**src/pnc_pkg.sv**
```systemverilog
// ---------------------------------------------------------------------------
// Nearest cut finder package
// Codes and the command and status bundles between controller and datapath.
// ---------------------------------------------------------------------------
package pnc_pkg;

  localparam logic [7:0] REG_TARGET_X   = 8'd0;
  localparam logic [7:0] REG_TARGET_Y   = 8'd1;
  localparam logic [7:0] REG_CAPTURE    = 8'd2;
  localparam logic [7:0] REG_STUB_LEN   = 8'd3;

  localparam logic [1:0] STATUS_CUT     = 2'd0;
  localparam logic [1:0] STATUS_FEW     = 2'd1;
  localparam logic [1:0] STATUS_FAR     = 2'd2;
  localparam logic [1:0] STATUS_STUB    = 2'd3;

  // Operand pair that the shared multiplier works on.
  typedef enum logic [3:0] {
    MUL_NONE = 4'd0,
    MUL_DXX  = 4'd1,
    MUL_DYY  = 4'd2,
    MUL_PXDX = 4'd3,
    MUL_PYDY = 4'd4,
    MUL_DXT  = 4'd5,
    MUL_DYT  = 4'd6,
    MUL_EXX  = 4'd7,
    MUL_EYY  = 4'd8,
    MUL_CXX  = 4'd9,
    MUL_CYY  = 4'd10,
    MUL_RR   = 4'd11
  } mul_sel_t;

  typedef struct packed {
    logic     load;
    logic     adv;
    logic     div_init;
    logic     div_step;
    logic     sq_start;
    logic     sq_part;
    logic     upd_best;
    logic     run_upd;
    logic     emit;
    mul_sel_t mul_sel;
  } cmd_t;

  typedef struct packed {
    logic seg_en;
    logic vc_ok;
    logic last;
    logic div_need;
    logic better;
    logic sq_done;
  } stat_t;

endpackage

```
**src/pnc_ctrl.sv**
```systemverilog
// ---------------------------------------------------------------------------
// Nearest cut finder controller
// Sequences one vertex through multiplier, divider and square root steps.
// ---------------------------------------------------------------------------
module pnc_ctrl (
  input  logic          clk,
  input  logic          rst,
  input  logic          s_tvalid,
  output logic          s_tready,
  output logic          m_tvalid,
  input  logic          m_tready,
  input  pnc_pkg::stat_t st,
  output pnc_pkg::cmd_t  cmd
);
  import pnc_pkg::*;

  typedef enum logic [26:0] {
    S_IDLE  = 27'b1 << 0,
    S_DISP  = 27'b1 << 1,
    S_DXX   = 27'b1 << 2,
    S_DYY   = 27'b1 << 3,
    S_PXDX  = 27'b1 << 4,
    S_PYDY  = 27'b1 << 5,
    S_WB1   = 27'b1 << 6,
    S_DIVI  = 27'b1 << 7,
    S_DIV   = 27'b1 << 8,
    S_DXT   = 27'b1 << 9,
    S_DYT   = 27'b1 << 10,
    S_EXX   = 27'b1 << 11,
    S_EYY   = 27'b1 << 12,
    S_WB2   = 27'b1 << 13,
    S_DEC   = 27'b1 << 14,
    S_CXX   = 27'b1 << 15,
    S_CYY   = 27'b1 << 16,
    S_WB3   = 27'b1 << 17,
    S_PSQ   = 27'b1 << 18,
    S_PWAIT = 27'b1 << 19,
    S_LEN   = 27'b1 << 20,
    S_LWAIT = 27'b1 << 21,
    S_ADV   = 27'b1 << 22,
    S_END   = 27'b1 << 23,
    S_RR    = 27'b1 << 24,
    S_WB4   = 27'b1 << 25,
    S_OUT   = 27'b1 << 26
  } state_t;

  state_t     state;
  state_t     state_next;
  logic [3:0] div_cnt;
  logic       out_valid;
  logic       slot_free;

  assign s_tready  = (state == S_IDLE);
  assign m_tvalid  = out_valid;
  assign slot_free = !out_valid || m_tready;

  always_comb begin
    cmd        = '0;
    cmd.mul_sel = MUL_NONE;
    state_next = state;
    case (state)
      S_IDLE: begin
        if (s_tvalid) begin
          cmd.load   = 1'b1;
          state_next = S_DISP;
        end
      end
      S_DISP: begin
        if (st.seg_en) begin
          state_next = S_DXX;
        end else if (st.vc_ok) begin
          state_next = S_ADV;
        end else begin
          state_next = S_END;
        end
      end
      S_DXX:  begin cmd.mul_sel = MUL_DXX;  state_next = S_DYY;  end
      S_DYY:  begin cmd.mul_sel = MUL_DYY;  state_next = S_PXDX; end
      S_PXDX: begin cmd.mul_sel = MUL_PXDX; state_next = S_PYDY; end
      S_PYDY: begin cmd.mul_sel = MUL_PYDY; state_next = S_WB1;  end
      S_WB1:  state_next = S_DIVI;
      S_DIVI: begin
        cmd.div_init = 1'b1;
        state_next   = st.div_need ? S_DIV : S_DXT;
      end
      S_DIV: begin
        cmd.div_step = 1'b1;
        if (div_cnt == 4'd15) begin
          state_next = S_DXT;
        end
      end
      S_DXT:  begin cmd.mul_sel = MUL_DXT; state_next = S_DYT; end
      S_DYT:  begin cmd.mul_sel = MUL_DYT; state_next = S_EXX; end
      S_EXX:  begin cmd.mul_sel = MUL_EXX; state_next = S_EYY; end
      S_EYY:  begin cmd.mul_sel = MUL_EYY; state_next = S_WB2; end
      S_WB2:  state_next = S_DEC;
      S_DEC:  state_next = st.better ? S_CXX : S_LEN;
      S_CXX:  begin cmd.mul_sel = MUL_CXX; state_next = S_CYY; end
      S_CYY:  begin cmd.mul_sel = MUL_CYY; state_next = S_WB3; end
      S_WB3:  state_next = S_PSQ;
      S_PSQ: begin
        cmd.sq_start = 1'b1;
        cmd.sq_part  = 1'b1;
        state_next   = S_PWAIT;
      end
      S_PWAIT: begin
        if (st.sq_done) begin
          cmd.upd_best = 1'b1;
          state_next   = S_LEN;
        end
      end
      S_LEN: begin
        cmd.sq_start = 1'b1;
        state_next   = S_LWAIT;
      end
      S_LWAIT: begin
        if (st.sq_done) begin
          cmd.run_upd = 1'b1;
          state_next  = S_ADV;
        end
      end
      S_ADV: begin
        cmd.adv    = 1'b1;
        state_next = S_END;
      end
      S_END:  state_next = st.last ? S_RR : S_IDLE;
      S_RR:   begin cmd.mul_sel = MUL_RR; state_next = S_WB4; end
      S_WB4:  state_next = S_OUT;
      S_OUT: begin
        if (slot_free) begin
          cmd.emit   = 1'b1;
          state_next = S_IDLE;
        end
      end
      default: state_next = S_IDLE;
    endcase
  end

  always_ff @(posedge clk) begin
    if (rst) begin
      state     <= S_IDLE;
      div_cnt   <= '0;
      out_valid <= 1'b0;
    end else begin
      state <= state_next;
      if (state == S_DIV) begin
        div_cnt <= div_cnt + 4'd1;
      end else begin
        div_cnt <= '0;
      end
      if (cmd.emit) begin
        out_valid <= 1'b1;
      end else if (m_tready) begin
        out_valid <= 1'b0;
      end
    end
  end

endmodule

```
**config.mk**
```make
export PLATFORM = sky130hd
export DESIGN_NAME = pnc_ctrl
export DESIGN_NICKNAME = d
export VERILOG_FILES = /design/src/pnc_pkg.sv /design/src/pnc_ctrl.sv
export SDC_FILE = /design/constraint.sdc
export NUM_CORES = 1
export LEC_CHECK = 0
export ABC_AREA = 1
export BUFFER_PORTS_ARGS = -buffer_cell sky130_fd_sc_hd__buf_4
export CAP_MARGIN = 30
export CORE_MARGIN = 5
export CORE_UTILIZATION = 45
export CTS_BUF_LIST = sky130_fd_sc_hd__clkbuf_16
export CTS_CLUSTER_DIAMETER = 30
export DETAILED_ROUTE_END_ITERATION = 6
export PLACE_DENSITY = 0.67
export SETUP_SLACK_MARGIN = 0.02
export SYNTH_ARGS = -nofsm -noshare
export SYNTH_HDL_FRONTEND = slang
export SYNTH_SLANG_ARGS = --single-unit
```
**constraint.sdc**
```tcl
create_clock -name clk -period 1.8 [get_ports clk]
set_clock_uncertainty 0.05 [all_clocks]
set_input_delay 0.27 -clock clk [delete_from_list [all_inputs] [get_ports clk]]
set_output_delay 0.27 -clock clk [all_outputs]
set_load 0.02 [all_outputs]
```
; ---- After elaboration in Yosys (flattened, before gate mapping)
; Cells that the tools add are included.
[word_totals]
regBits = 32
latchBits = 0
mem_bits_rw = 0
romBits = 0
input_bits = 10
mem_count = 0
[classes]
addsub = 1
n_mul = 0
div = 0
magnitude_cmp = 0
eq_ne = 33
n_shift = 0
n_mux = 26
bitwise = 1
n_reduce_logical = 6
[ops]
columns = cell, n
row1 = case mux 27 bit (27 select lines), 1
row2 = two-way mux 27 bit, 6
row3 = case mux 4 bit (11 select lines), 1
row4 = == test 27 x 1 -> 1 bit (second input constant), 1
row5 = == test 27 x 10 -> 1 bit (second input constant), 1
row6 = == test 27 x 11 -> 1 bit (second input constant), 1
row7 = == test 27 x 12 -> 1 bit (second input constant), 1
row8 = == test 27 x 13 -> 1 bit (second input constant), 1
row9 = == test 27 x 14 -> 1 bit (second input constant), 1
row10 = == test 27 x 15 -> 1 bit (second input constant), 1
row11 = == test 27 x 16 -> 1 bit (second input constant), 1
row12 = == test 27 x 17 -> 1 bit (second input constant), 1
row13 = == test 27 x 18 -> 1 bit (second input constant), 1
row14 = == test 27 x 19 -> 1 bit (second input constant), 1
row15 = == test 27 x 2 -> 1 bit (second input constant), 1
row16 = == test 27 x 20 -> 1 bit (second input constant), 1
row17 = == test 27 x 21 -> 1 bit (second input constant), 1
row18 = == test 27 x 22 -> 1 bit (second input constant), 1
row19 = == test 27 x 23 -> 1 bit (second input constant), 1
row20 = == test 27 x 24 -> 1 bit (second input constant), 1
row21 = == test 27 x 25 -> 1 bit (second input constant), 1
row22 = == test 27 x 26 -> 1 bit (second input constant), 1
row23 = == test 27 bit (second input constant), 1
row24 = == test 27 x 3 -> 1 bit (second input constant), 1
row25 = other kinds (20), 38

; ---- Longest topological paths before layout
[logic_depth]
depth_word = 5
mapped_depth = 15
ltp_nobuf = 14

; ---- Worst setup path after synthesis
; Ideal clock, no wire load.
[synth_timing]
path_type = reg2out
from = register state[16]
to = output cmd[0] (netlist bit)
t_arrival_ns = 1.524
required_ns = 1.480
path_slack_ns = -0.044
stages_incl_launch_ff = 11
n_path_buf = 1
cell_sequence = dfxtp_1 nor2_2 nand2_4 inv_2 nand2_2 nor2_4 buf_6 nand2_1 inv_1 nor2_1 or3b_1
[synth_rtl]
columns = element, line_no
row1 = "start, declared", pnc_ctrl.sv:47  ; state_t state;
row2 = "start signal, assigned", pnc_ctrl.sv:145  ; state <= state_next;
row3 = "end, declared", pnc_ctrl.sv:13  ; output pnc_pkg::cmd_t cmd

==> flow_summary.ini <==
[sta]
worst_slack_ns = -0.355
max_slew.worst_pin.slew_ns = 0.387
fmax_mhz = 464
finalCriticalPeriod_ns = 2.15
finalHoldViolCount = 0
maxSlewViolCount = 0
finalSetupViolations = 35
rsz0062_at_grt = true
relSlewSlack_pct = 74.0
post-route-period-util_pct = 120

[placed_design]
placed_cell_area_mm2 = 0.00307
port_buffers = 24
hpwl_um = 4960
gp_congestion = 0.958

[detailed_routing]
drt_iter0_markers = 303
vias = 2985
viasPerCell = 5.29
wl_per_cell_um = 15.5
routed_wl_um = 8730
drc = 0
ant_nets = 0
drt_first_pass_iters = 6

[finish]
final_area_mm2 = 0.00391
layout.nets = 507
layout-drive-gt1-share_pct = 54.1
synthToLayoutAreaGrowth_pct = 73.4
num_antenna_cells = 0
fin_util_pct = 81.6

[critical_path]
cpMostUsedCell = nor2_4
crit_fanout = 8
end_kind = output pin
crit_buf_inv = 3
required_ns = 1.48
crit_arrival_ns = 1.83
critPathSlowestCell = dfxtp_1
timing.rr.start = state[25]
crit_chain = inv_2, nand2_4, nor2_4, nand2_4, nor2_4, nand2_2, inv_2, nor2_4, or3b_4, buf_6
crit_family = simple AND/OR/NAND/NOR gates
critPathLaunchType = register
startpoint = state[25]
criticalPathCategory = register to output pin
critPathMaxStageDelay_ns = 0.31

[pwr]
ir_drop_uv = 557
p_per_area_mw_per_mm2 = 1080
leakagePower_nw = 1.98
total_power_mw = 4.22

[die]
initial_utilization_pct = 47.1
fp.dieArea_mm2 = 0.00652
rows = 25
coreArea_mm2 = 0.00479
io_pins = 25
fp.dieH_um = 80.8
die-width_um = 80.8

[status]
violations = setup timing
status = finished with violations

[global_route]
antenna_found_initial = 0
grt_pass1_wl_um = 11800
track_usage_pct = 23.1
grt_pass1_vias = 2688
overflow = 0
grt_max_degree = 16

[yosys]
syn_inst = 363
yosys.cell_types.count = 32
ys_ff_latch = 32
synth_area_mm2 = 0.00225
syn_area_per_cell_um2 = 6.21
syn_nets = 374
ys_seq_area_share_pct = 28.4
yosysWarnings = 0

[clock_tree]
max-clock-path-buffers = 2
cts.clk_slew.worst_paths_ns = 0.06
cts_tree = yes
ctsRootBufferMaster = clkbuf_16
cts_buffers = 5
cts_sinks = 32
clkLatencyLatePin_ns = 0.28
cts_max_level = 2
hold_buffers = 0

[run]
maxCapViolCount = 0

[worst_hold_path]
hp-start = st[2]
hold_class = input pin to register
## metrics by stage
stage          std cells  setup TNS [ns]  worst slack, ns  hold slack (ns)
2_1_floorplan        363               0           0.0293            0.360
3_3_place_gp         523          -0.258          -0.0601            0.439
3_5_place_dp         523          -0.687           -0.107            0.443
4_1_cts              548           -2.68           -0.270            0.196
5_1_grt              564           -7.69           -0.410            0.218
6_report             564           -5.26           -0.355            0.198
## report_power, final
group          internal (mW)  switching, mW
clock network          0.650          0.338
registers              0.753         0.0353
logic                   1.20           1.25
total                   2.60           1.62
## cell usage after synthesis
library cell,number,area share (%)
clkbuf_1,2,0.33
nand2_1,85,14
a21oi_1,6,1.3
o211ai_2,1,0.56
inv_2,13,2.2
nor4_1,3,0.83
o22ai_1,1,0.28
o21ai_1,1,0.22
nor4_2,1,0.56
a31oi_1,2,0.56
and3_1,1,0.28
inv_4,1,0.28
a21oi_2,2,0.78
nor3_1,13,2.9
nand3_1,23,5.1
dfxtp_1,32,28
or3b_1,1,0.39
ha_1,1,0.56
nand2_4,4,2.0
nor2_1,68,11
nand2_2,5,1.4
nor2_4,7,3.5
nor2_8,1,0.89
xor2_1,1,0.39
nand4_1,8,2.2
nand3_2,10,4.4
a21o_1,1,0.33
buf_6,4,2.0
nor2_2,8,2.2
buf_2,2,0.44
buf_1,1,0.17
inv_1,54,9.0
## repair_timing
item / CTS / global route
setup buffers: 17 / 19
gates resized for setup: 53 / 71
pin swaps: 16 / 29
endpoints found under the setup margin: 30 / 36
## logic make-up after synthesis
group	synth area share, %
flops	28.4
buf+inv	14.4
compound gates	4.05
fa+ha+maj	0.555
xor+xnor	0.389
simple gates	52.2
## tightest hold or removal path: stages
cell     delay (ns)
buf_4          0.11
nand2_1        0.06
a21oi_1        0.05
## cells in the final DEF, fill, tap and decap left out, types with 2 or more instances in the layout
cell type / n
nand2_4: 10
nor2_4: 17
nand2_1: 70
dfxtp_2: 19
nor4_1: 3
a31oi_1: 2
inv_1: 45
nand3_2: 13
buf_4: 102
buf_6: 28
clkbuf_16: 5
a21oi_2: 3
nand3_1: 19
nor2_2: 16
nor2_1: 50
buf_12: 5
nand2_2: 13
nor3_1: 8
dfxtp_1: 12
nand4_1: 8
inv_6: 2
nor3_2: 4
a21oi_1: 5
inv_2: 20
## sequential cells by signal (all words and copies together), names as in the netlist
signal    cells
state        27
div_cnt       4
m_tvalid      1
## routing by layer
layer / up-vias / global-route usage, % / wire length, um
met2: 169 / 42.1 / 4350
met3: 55 / 3.88 / 673
met5: - / 0 / 0
met1: 1382 / 27.9 / 3320
met4: 0 / 6.93 / 383
li1: 1379 / - / -
## layout make-up
cell class | count | area [um^2]
Multi-Input combinational cell | 254 | 1540
Timing Repair Buffer | 135 | 1180
Fill cell | 285 | 878
Sequential cell | 32 | 668
Inverter | 68 | 268
Clock buffer | 5 | 125
Tap cell | 67 | 83.8
Clock inverter | 3 | 42.5
## path summary, 6_finish.rpt
kind	end	slack, ns	depth (start not counted)
worst max-delay path	cmd[0]	-0.35	10
worst min-delay path	state[8]	0.20	3
worst max register to register	state[10]	-0.18	16
worst min register to register	div_cnt[2]	0.45	2
Power figures use the tool's default switching activity.
